===== src/design/mbsd_pkg.sv =====
`timescale 1ns / 1ps
`default_nettype none
// ----------------------------------------------------------------------------
// mbsd_pkg: shared types, constants and functions of the Morse bit decoder
// Holds the phase encoding, the letter table and the element/lookup helpers.
// ----------------------------------------------------------------------------
package mbsd_pkg;

    localparam int unsigned MaxElements = 4;     // dash bits kept per letter
    localparam int unsigned TableSize   = 26;

    localparam logic [3:0] GapReset = 4'd3;
    localparam logic [3:0] RunMax   = 4'd15;
    localparam logic [2:0] ElemMax  = 3'd7;

    // phase of the keyed word, one-hot
    typedef enum logic [2:0] {
        PH_LEAD = 3'b001,
        PH_TONE = 3'b010,
        PH_GAP  = 3'b100
    } t_phase;

    // one result transaction
    typedef struct packed {
        logic [4:0] letter;
        logic       has_letter;
        logic       word_end;
    } t_res;

    // element count and pattern of the letter being built
    typedef struct packed {
        logic [2:0] elem_cnt;
        logic [7:0] pattern;   // bit i: element i is a dash; bit 7: bad tone length
    } t_ltr;

    // high nibble element count, low nibble dash mask
    localparam logic [7:0] CodeTable [TableSize] = '{
        8'h22, 8'h41, 8'h45, 8'h31, 8'h10, 8'h44, 8'h33, 8'h40, 8'h20, 8'h4E,
        8'h35, 8'h42, 8'h23, 8'h21, 8'h37, 8'h46, 8'h4B, 8'h32, 8'h30, 8'h11,
        8'h34, 8'h48, 8'h36, 8'h49, 8'h4D, 8'h43
    };

    // closes a tone run of length run as one element of the letter
    function automatic t_ltr record_element(input t_ltr cur, input logic [3:0] run);
        t_ltr res;
        res = cur;
        if (run != 4'd1 && run != 4'd3) begin
            res.pattern[7] = 1'b1;
        end
        if ({29'd0, cur.elem_cnt} < MaxElements && run == 4'd3) begin
            res.pattern[cur.elem_cnt] = 1'b1;
        end
        if (cur.elem_cnt < ElemMax) begin
            res.elem_cnt = cur.elem_cnt + 3'd1;
        end
        return res;
    endfunction

    // table match, 0 for anything unrecognised
    function automatic logic [4:0] lookup_letter(input t_ltr cur);
        logic [7:0] key;
        logic [4:0] res;
        key = {1'b0, cur.elem_cnt, cur.pattern[3:0]};
        res = 5'd0;
        if (!(cur.pattern[7] || cur.elem_cnt == 3'd0 ||
              {29'd0, cur.elem_cnt} > MaxElements || cur.elem_cnt > 3'd4)) begin
            for (int i = 0; i < TableSize; i++) begin
                if (CodeTable[i] == key) begin
                    res = 5'(i + 1);
                end
            end
        end
        return res;
    endfunction

endpackage
`default_nettype wire


===== src/design/morse_bit_stream_decoder.sv =====
`timescale 1ns / 1ps
`default_nettype none
// ----------------------------------------------------------------------------
// morse_bit_stream_decoder: keyed time units in, letters A..Z out
// Run-length decodes dots, dashes and gaps of one word and looks each letter
// up in a fixed table; results leave through a four-entry output queue.
// ----------------------------------------------------------------------------
//
// channel  | handshake               | payload
// ---------+-------------------------+-------------------------------------
// input    | i_valid / o_stall       | i_bit_req, i_last
// output   | o_valid / i_stall       | o_letter, o_has_letter, o_word_end
// config   | i_cfg_we                | i_cfg_data (letter gap, reset 3)
//
// One unit is decoded in the cycle it is accepted; its results (at most two)
// are written to the output queue at that edge and show on o_valid next cycle.
// o_stall rises while the queue holds three or more transactions, so with the
// output side free one unit is taken every cycle.
// Synchronous active-low reset empties the queue and returns to leading silence.
// A stall on the output side fills the queue; results are never dropped.
// ----------------------------------------------------------------------------
module morse_bit_stream_decoder (
    input  wire logic       i_clk,
    input  wire logic       i_rst_n,
    // configuration
    input  wire logic       i_cfg_we,
    input  wire logic [3:0] i_cfg_data,
    // unit input
    input  wire logic       i_valid,
    output logic            o_stall,
    input  wire logic       i_bit_req,
    input  wire logic       i_last,
    // letter output
    output logic            o_valid,
    input  wire logic       i_stall,
    output logic [4:0]      o_letter,
    output logic            o_has_letter,
    output logic            o_word_end
);

    // ------------------------------------------------------------------
    // decoder state
    // ------------------------------------------------------------------
    logic [3:0]           r_gap,     n_gap;
    mbsd_pkg::t_phase     r_phase,   n_phase;
    logic [3:0]           r_run,     n_run;
    mbsd_pkg::t_ltr       r_ltr,     n_ltr;
    logic                 r_stopped, n_stopped;

    // output queue
    mbsd_pkg::t_res       r_q [4];
    logic [1:0]           r_head, n_head;
    logic [1:0]           r_tail, n_tail;
    logic [2:0]           r_count, n_count;

    logic                 acc;
    logic                 pop;
    logic                 emit_a, emit_b;
    mbsd_pkg::t_res       res_a, res_b;
    mbsd_pkg::t_res       slot0;
    logic [1:0]           push_n;

    assign o_stall = (r_count > 3'd2);
    assign o_valid = (r_count != 3'd0);
    assign acc     = i_valid && !o_stall;
    assign pop     = o_valid && !i_stall;

    assign o_letter     = r_q[r_head].letter;
    assign o_has_letter = r_q[r_head].has_letter;
    assign o_word_end   = r_q[r_head].word_end;

    // ------------------------------------------------------------------
    // per-unit decode
    // ------------------------------------------------------------------
    always_comb begin
        n_phase   = r_phase;
        n_run     = r_run;
        n_ltr     = r_ltr;
        n_stopped = r_stopped;
        emit_a    = 1'b0;
        emit_b    = 1'b0;
        res_a     = '0;
        res_b     = '0;

        if (r_stopped) begin
            // word abandoned after a bad gap: units are dropped until last
            if (i_last) begin
                n_stopped = 1'b0;
                n_phase   = mbsd_pkg::PH_LEAD;
                n_run     = 4'd0;
                n_ltr     = '0;
            end
        end else begin
            case (r_phase)
                mbsd_pkg::PH_TONE: begin
                    if (i_bit_req) begin
                        if (r_run < mbsd_pkg::RunMax) begin
                            n_run = r_run + 4'd1;
                        end
                    end else begin
                        n_ltr   = mbsd_pkg::record_element(r_ltr, r_run);
                        n_phase = mbsd_pkg::PH_GAP;
                        n_run   = 4'd1;
                    end
                end
                mbsd_pkg::PH_GAP: begin
                    if (!i_bit_req) begin
                        if (r_run < mbsd_pkg::RunMax) begin
                            n_run = r_run + 4'd1;
                        end
                    end else if (r_run == 4'd1) begin
                        n_phase = mbsd_pkg::PH_TONE;
                        n_run   = 4'd1;
                    end else if (r_run == r_gap) begin
                        // letter gap: letter done, word goes on
                        emit_a  = 1'b1;
                        res_a   = '{letter: mbsd_pkg::lookup_letter(r_ltr),
                                    has_letter: 1'b1, word_end: 1'b0};
                        n_ltr   = '0;
                        n_phase = mbsd_pkg::PH_TONE;
                        n_run   = 4'd1;
                    end else begin
                        // any other gap ends the word early
                        emit_a    = 1'b1;
                        res_a     = '{letter: mbsd_pkg::lookup_letter(r_ltr),
                                      has_letter: 1'b1, word_end: 1'b1};
                        n_ltr     = '0;
                        n_stopped = 1'b1;
                        n_phase   = mbsd_pkg::PH_LEAD;
                        n_run     = 4'd0;
                    end
                end
                mbsd_pkg::PH_LEAD: begin
                    if (i_bit_req) begin
                        n_phase = mbsd_pkg::PH_TONE;
                        n_run   = 4'd1;
                    end
                end
                default: begin
                    n_phase = mbsd_pkg::PH_LEAD;
                end
            endcase

            if (i_last) begin
                if (!n_stopped) begin
                    emit_b = 1'b1;
                    case (n_phase)
                        mbsd_pkg::PH_TONE: begin
                            res_b = '{letter: mbsd_pkg::lookup_letter(
                                          mbsd_pkg::record_element(n_ltr, n_run)),
                                      has_letter: 1'b1, word_end: 1'b1};
                        end
                        mbsd_pkg::PH_GAP: begin
                            res_b = '{letter: mbsd_pkg::lookup_letter(n_ltr),
                                      has_letter: 1'b1, word_end: 1'b1};
                        end
                        default: begin
                            // word without any tone
                            res_b = '{letter: 5'd0, has_letter: 1'b0, word_end: 1'b1};
                        end
                    endcase
                end
                n_stopped = 1'b0;
                n_phase   = mbsd_pkg::PH_LEAD;
                n_run     = 4'd0;
                n_ltr     = '0;
            end
        end
    end

    assign slot0  = emit_a ? res_a : res_b;
    assign push_n = acc ? ({1'b0, emit_a} + {1'b0, emit_b}) : 2'd0;

    assign n_gap   = i_cfg_we ? i_cfg_data : r_gap;
    assign n_tail  = r_tail + push_n;
    assign n_head  = r_head + {1'b0, pop};
    assign n_count = r_count + {1'b0, push_n} - {2'd0, pop};

    // ------------------------------------------------------------------
    // registers
    // ------------------------------------------------------------------
    always_ff @(posedge i_clk) begin
        if (!i_rst_n) begin
            r_gap     <= mbsd_pkg::GapReset;
            r_phase   <= mbsd_pkg::PH_LEAD;
            r_run     <= 4'd0;
            r_ltr     <= '0;
            r_stopped <= 1'b0;
            r_head    <= 2'd0;
            r_tail    <= 2'd0;
            r_count   <= 3'd0;
        end else begin
            r_gap   <= n_gap;
            r_head  <= n_head;
            r_tail  <= n_tail;
            r_count <= n_count;
            if (acc) begin
                r_phase   <= n_phase;
                r_run     <= n_run;
                r_ltr     <= n_ltr;
                r_stopped <= n_stopped;
            end
        end
    end

    // queue storage, no reset needed
    always_ff @(posedge i_clk) begin
        if (push_n != 2'd0) begin
            r_q[r_tail] <= slot0;
        end
        if (push_n == 2'd2) begin
            r_q[r_tail + 2'd1] <= res_b;
        end
    end

    // ------------------------------------------------------------------
    // assertions
    // ------------------------------------------------------------------
    a_queue_bound: assert property (@(posedge i_clk) disable iff (!i_rst_n)
        r_count <= 3'd4)
        else $error("output queue overrun");

    a_last_clears: assert property (@(posedge i_clk) disable iff (!i_rst_n)
        acc && i_last |=> r_phase == mbsd_pkg::PH_LEAD && !r_stopped &&
                          r_ltr == '0 && r_run == 4'd0)
        else $error("word state not cleared after last unit");

    a_lead_empty: assert property (@(posedge i_clk) disable iff (!i_rst_n)
        r_phase == mbsd_pkg::PH_LEAD |-> r_ltr == '0)
        else $error("letter state held during leading silence");

    a_stopped_silent: assert property (@(posedge i_clk) disable iff (!i_rst_n)
        r_stopped |-> push_n == 2'd0)
        else $error("result produced from a stopped word");

    a_last_results: assert property (@(posedge i_clk) disable iff (!i_rst_n)
        acc && i_last && !r_stopped |-> push_n != 2'd0)
        else $error("last unit of a live word gave no result");

endmodule
`default_nettype wire

===== config.mk =====
export PLATFORM = sky130hd
export DESIGN_NAME = morse_bit_stream_decoder
export DESIGN_NICKNAME = d
export VERILOG_FILES = /design/src/design/mbsd_pkg.sv /design/src/design/morse_bit_stream_decoder.sv
export SDC_FILE = /design/constraint.sdc
export NUM_CORES = 1
export LEC_CHECK = 0
export BUFFER_PORTS_ARGS = -buffer_cell sky130_fd_sc_hd__buf_4
export CORE_MARGIN = 2
export CORE_UTILIZATION = 50
export DETAILED_ROUTE_END_ITERATION = 10
export GPL_TIMING_DRIVEN = 0
export HOLD_SLACK_MARGIN = 0.12
export PLACE_DENSITY = 0.67
export SYNTH_ARGS = -nofsm -noshare
export SYNTH_HDL_FRONTEND = slang
export SYNTH_SLANG_ARGS = --single-unit
export TNS_END_PERCENT = 100

===== constraint.sdc =====
create_clock -name i_clk -period 6.3 [get_ports i_clk]
set_input_delay 0.945 -clock i_clk [delete_from_list [all_inputs] [get_ports i_clk]]
set_output_delay 0.945 -clock i_clk [all_outputs]
set_load 0.005 [all_outputs]

# After elaboration in Yosys (flattened, before gate mapping)
# Memory sizes are Yosys's and may differ from the RTL's. A register that Yosys moved wholly into a read port is not among the register bits.
# Cells that the tools add are included.
op_classes:
  add_sub_neg: 9
  multipliers: 0
  n_div: 0
  order_cmp: 16
  n_eq_ne: 93
  n_shift: 0
  mux: 166
  bitwise: 2
  n_reduce_logical: 25
ops:
  columns: ["operator", "n"]
  rows:
  - ["5-bit 2-to-1 mux", 77]
  - ["6-bit by 7-bit equality test with 1-bit output (first input constant)", 36]
  - ["7-bit equality test (first input constant)", 36]
  - ["11-bit 2-to-1 mux", 7]
  - ["7-bit 2-to-1 mux", 8]
  - ["8-bit 2-to-1 mux", 6]
  - ["5-bit by 7-bit equality test with 1-bit output (first input constant)", 6]
  - ["3-bit 2-to-1 mux", 13]
  - ["1-bit 2-to-1 mux", 36]
  - ["4-bit 2-to-1 mux", 8]
  - ["11-bit case mux with 2 select lines", 1]
  - ["3-bit > comparator (second input constant)", 6]
  - ["8-bit bitwise OR", 2]
  - ["7-bit case mux with 2 select lines", 1]
  - ["3-bit less-than comparator (second input constant)", 4]
  - ["4-bit case mux with 3 select lines", 1]
  - ["2-bit 2-to-1 mux", 5]
  - ["3-bit logical NOT", 3]
  - ["1-bit logical OR", 9]
  - ["3-bit case mux with 3 select lines", 1]
  - ["4-bit by 2-bit equality test with 1-bit output (second input constant)", 2]
  - ["1-bit logical AND", 8]
  - ["3-bit by 4-bit less-than comparator with 1-bit output (second input constant)", 2]
  - ["4-bit by 1-bit != test with 1-bit output (second input constant)", 2]
  - ["24 further kinds", 31]
word_totals:
  register_bits: 30
  latch_bits: 0
  mem_bits_rw: 28
  mem_bits_ro: 0
  input_bits: 11
  out_inout_bits: 9
  wordCells: 321
  memories: 1
mem_list:
  columns: ["memory", "depth", "word_bits", "read_ports", "rd_ports_with_merged_regs", "write_ports", "line", "rtl"]
  rows:
  - ["r_q", 4, 7, 1, 1, 2, "morse_bit_stream_decoder.sv:51", "mbsd_pkg::t_res r_q [4];"]

# Logic depth before layout (Yosys ltp)
depth:
  ltp_word: 55
  ltp_mapped: 18
  ltp_nobuf: 18

# Worst setup path before layout
# OpenSTA, ideal clock, no wires.
synth_path:
  path_kind: "input to register"
  startpoint: "input i_bit_req"
  endpoint: "memory r_q[0][4] (netlist name) (data pin)"
  setup_ps: 151
  t_arrival_ps: 4146
  t_required_ps: 6149
  setup_slack_ps: 2003
  cell_stages: 16
  n_path_buf: 1
  cell_sequence: "or4b_1 nand2_1 nand3_2 inv_2 buf_6 ha_1 ha_1 nor2b_1 nand2_1 nor2_2 a21oi_1 or4_1 nor4_1 nand2_1 o311a_2 o22ai_2"
synth_lines:
  columns: ["element", "line", "rtl"]
  rows:
  - ["from (decl)", "morse_bit_stream_decoder.sv:31", "input wire logic i_bit_req,"]
  - ["to (decl)", "morse_bit_stream_decoder.sv:51", null]

==> flow_summary.json <==
{
  "status": "finished, final reports clean",
  "hold_viol": 0,
  "ant_nets": 0,
  "ff2ff_setup_slack_ps": 1730,
  "clock_latency_ps": 320,
  "fmax_ghz": 0.214,
  "critPathLaunchType": "primary input",
  "startpoint": "i_bit_req",
  "cts_root_buf": "clkbuf_8",
  "worstRegToRegCells": 18,
  "synth-edff-count": 28,
  "start_util": 0.517,
  "yosys_warnings": 0,
  "vias_per_cell": 6.43,
  "postCtsSetupBuffers": 0,
  "grt_max_degree": 20,
  "critPathRequiredTime_ps": 6450,
  "die_w_um": 105,
  "rsz0062_at_grt": "no",
  "overflow": 0,
  "worstSetupEndpointType": "flop",
  "r2r_start": "r_run[1]",
  "leakagePower_nw": 1.92,
  "r2r-end": "r_q[0][3]",
  "syn_area_um2": 5080,
  "num_io_pins": 20,
  "io_buffers": 18,
  "final_area_um2": 5500,
  "cts_tree": "done",
  "final_cell_mix": "55 x nor2_1, 45 x nand2_1, 36 x a21oi_1",
  "maxSlewViolCount": 0,
  "dr.first_iter.drc_count": 438,
  "grt_pass1_wl_um": 23500,
  "gp_congestion": 0.919,
  "fp-row-count": 36,
  "crit_fanout": 11,
  "cap_violations": 0,
  "postPlaceCellArea_um2": 5380,
  "drc": 0,
  "fillers": 948,
  "diodes": 0,
  "drt_wl_total_um": 14300,
  "multi_input_area_um2": 3410,
  "syn_nets": 637,
  "avgSynthCellArea_um2": 8.38,
  "cts.clk_slew.worst_paths_ps": 120,
  "wl_per_cell_um": 18.7,
  "grt_usage": 0.262,
  "synth.distinct_cells": 87,
  "finalSetupViolations": 0,
  "vdd.ir_drop.worst_mv": 0.127,
  "die_area_um2": 11000,
  "cp.arrival_ps": 4830,
  "setup_tns_ps": 0,
  "area_growth_pct": 8.15,
  "cts_inserted_buffers": 5,
  "htreeDepth": 2,
  "ys_async_sr_fraction": 0,
  "cts_resized": 0,
  "fin_cells": 766,
  "crit_end": "r_q[0][3]",
  "layout_commonest_cell": "nor2_1",
  "regArea_um2": 1380,
  "path_class": "primary input to flop",
  "vias": 4927,
  "synth_cells": 606,
  "cts.sinks": 55,
  "grt_pass1_vias": 4635,
  "synth-seq-cells": 55,
  "ys.flop_type": "edfxtp_1",
  "drive_above_1_share": 0.126,
  "cts-hold-fix-buffers": 0,
  "slew_headroom": 0.206,
  "finalCritPeriodShare": 0.743,
  "cts_buffer_depth": 2,
  "core_um2": 9820,
  "hold_class": "flop to flop",
  "place_inst": 757,
  "worst_pin_slew_ps": 1190,
  "clock_skew_ps": 18.7,
  "dr.pass1.iters": 5,
  "ys_seq_area_frac": 0.272,
  "power_density_nw_per_um2": 166,
  "hpwlAfterDp_um": 10800,
  "antenna_found_initial": 0,
  "die_height_um": 105,
  "period_needed_ps": 4680,
  "layout.nets": 663
}
[metal layers]
layer	share of wire	wire, µm	global-route usage
met4	0.020	284	0.0762
met3	0.060	860	0.0250
met5	0	0	0
met2	0.48	6870	0.441
met1	0.44	6330	0.358
[final cells by class]
| type | instances | area share |
|---|---|---|
| flip-flops and latches | 55 | 0.251 |
| repair buffers | 19 | 0.0255 |
| well taps | 133 | 0.0303 |
| multi-input cells | 486 | 0.621 |
| clock buffers | 5 | 0.0125 |
| clock inverters | 3 | 0.00501 |
| plain buffers | 45 | 0.0398 |
| inverters | 20 | 0.0146 |
[cells in the mapped netlist, types with 5 or more instances]
| master | number | area (µm²) |
|---|---|---|
| a22o_1 | 5 | 43.8 |
| o211ai_1 | 7 | 52.6 |
| a31oi_1 | 11 | 68.8 |
| inv_1 | 17 | 63.8 |
| mux2i_1 | 7 | 70.1 |
| nor3_1 | 20 | 100 |
| a22oi_1 | 16 | 120 |
| nand2b_1 | 9 | 56.3 |
| nor2_1 | 55 | 206 |
| nand2_1 | 45 | 169 |
| clkbuf_1 | 30 | 113 |
| nor2b_1 | 23 | 144 |
| buf_2 | 7 | 35.0 |
| edfxtp_1 | 28 | 841 |
| and3_1 | 8 | 50.1 |
| nor4b_1 | 5 | 43.8 |
| a211oi_1 | 6 | 45.0 |
| o22ai_1 | 24 | 150 |
| mux4_2 | 7 | 158 |
| o31ai_1 | 6 | 45.0 |
| nand3_1 | 18 | 90.1 |
| ha_1 | 19 | 238 |
| a21oi_1 | 36 | 180 |
| o21ai_0 | 31 | 155 |
| dfxtp_1 | 27 | 541 |
| or3_1 | 5 | 31.3 |
| nor3b_1 | 5 | 37.5 |
| o21a_1 | 9 | 67.6 |
| nor4_1 | 6 | 37.5 |
| and2_1 | 11 | 68.8 |
| xnor2_1 | 8 | 70.1 |
[logic make-up (layout without fill, tap and decap cells)]
family / after synthesis / in the layout / share of synthesized area
adder cells (fa/ha/maj): 20 / 20 / 0.0507
AO/OA/AOI/OAI: 204 / 204 / 0.299
XOR/XNOR: 12 / 12 / 0.0207
flip-flops: 55 / 55 / 0.272
AND/OR/NAND/NOR: 236 / 236 / 0.254
buffers and inverters: 65 / 92 / 0.0588
multiplexers: 14 / 14 / 0.0448
[worst min-delay path by stage]
stage,from,to,slack [ps],cells after the start
after floorplan,r_gap[1],r_gap[1],460,2
after global placement,r_gap[1],r_gap[1],480,2
after detailed placement,r_gap[1],r_gap[1],490,2
after CTS,r_gap[0],r_gap[0],520,2
after global routing,r_gap[0],r_gap[0],540,2
final,r_gap[1],r_gap[1],510,2
[per-stage QoR]
step | power [mW] | setup WS [ps] | util | hold WS, ps
3_3_place_gp | 0.688 | 1310 | 0.548 | 479
2_1_floorplan | 0.607 | 2000 | - | 463
6_report | 0.912 | 1620 | 0.560 | 511
4_1_cts | 0.918 | 1360 | 0.558 | 519
3_5_place_dp | 0.702 | 1220 | 0.548 | 488
5_1_grt | 0.962 | 1340 | 0.560 | 542
[flip-flops by register name, summed over array words and instances, names as in the netlist]
register / cells
r_ltr: 8
r_q: 28
r_tail: 2
r_gap: 4
r_phase: 3
r_run: 4
r_stopped: 1
r_count: 3
r_head: 2
[critical path: stages]
cell      delay [ps]
buf_4            130
or4b_1           560
nand2_1          120
nand3_2          250
inv_2            190
buf_6            180
ha_1             160
ha_1             280
nor2b_1          190
o211ai_1         220
nor2_1           190
o311ai_0         140
a31oi_1          430
nor3_1           130
a31oi_1          270
a21oi_1          220
o22ai_1          210
[report_power, final]
group	total (mW)	internal [mW]	switching, mW
combinational	0.278	0.134	0.145
clock	0.220	0.0822	0.138
sequential	0.414	0.401	0.0131
No activity file was read; power rests on OpenSTA's default activity.
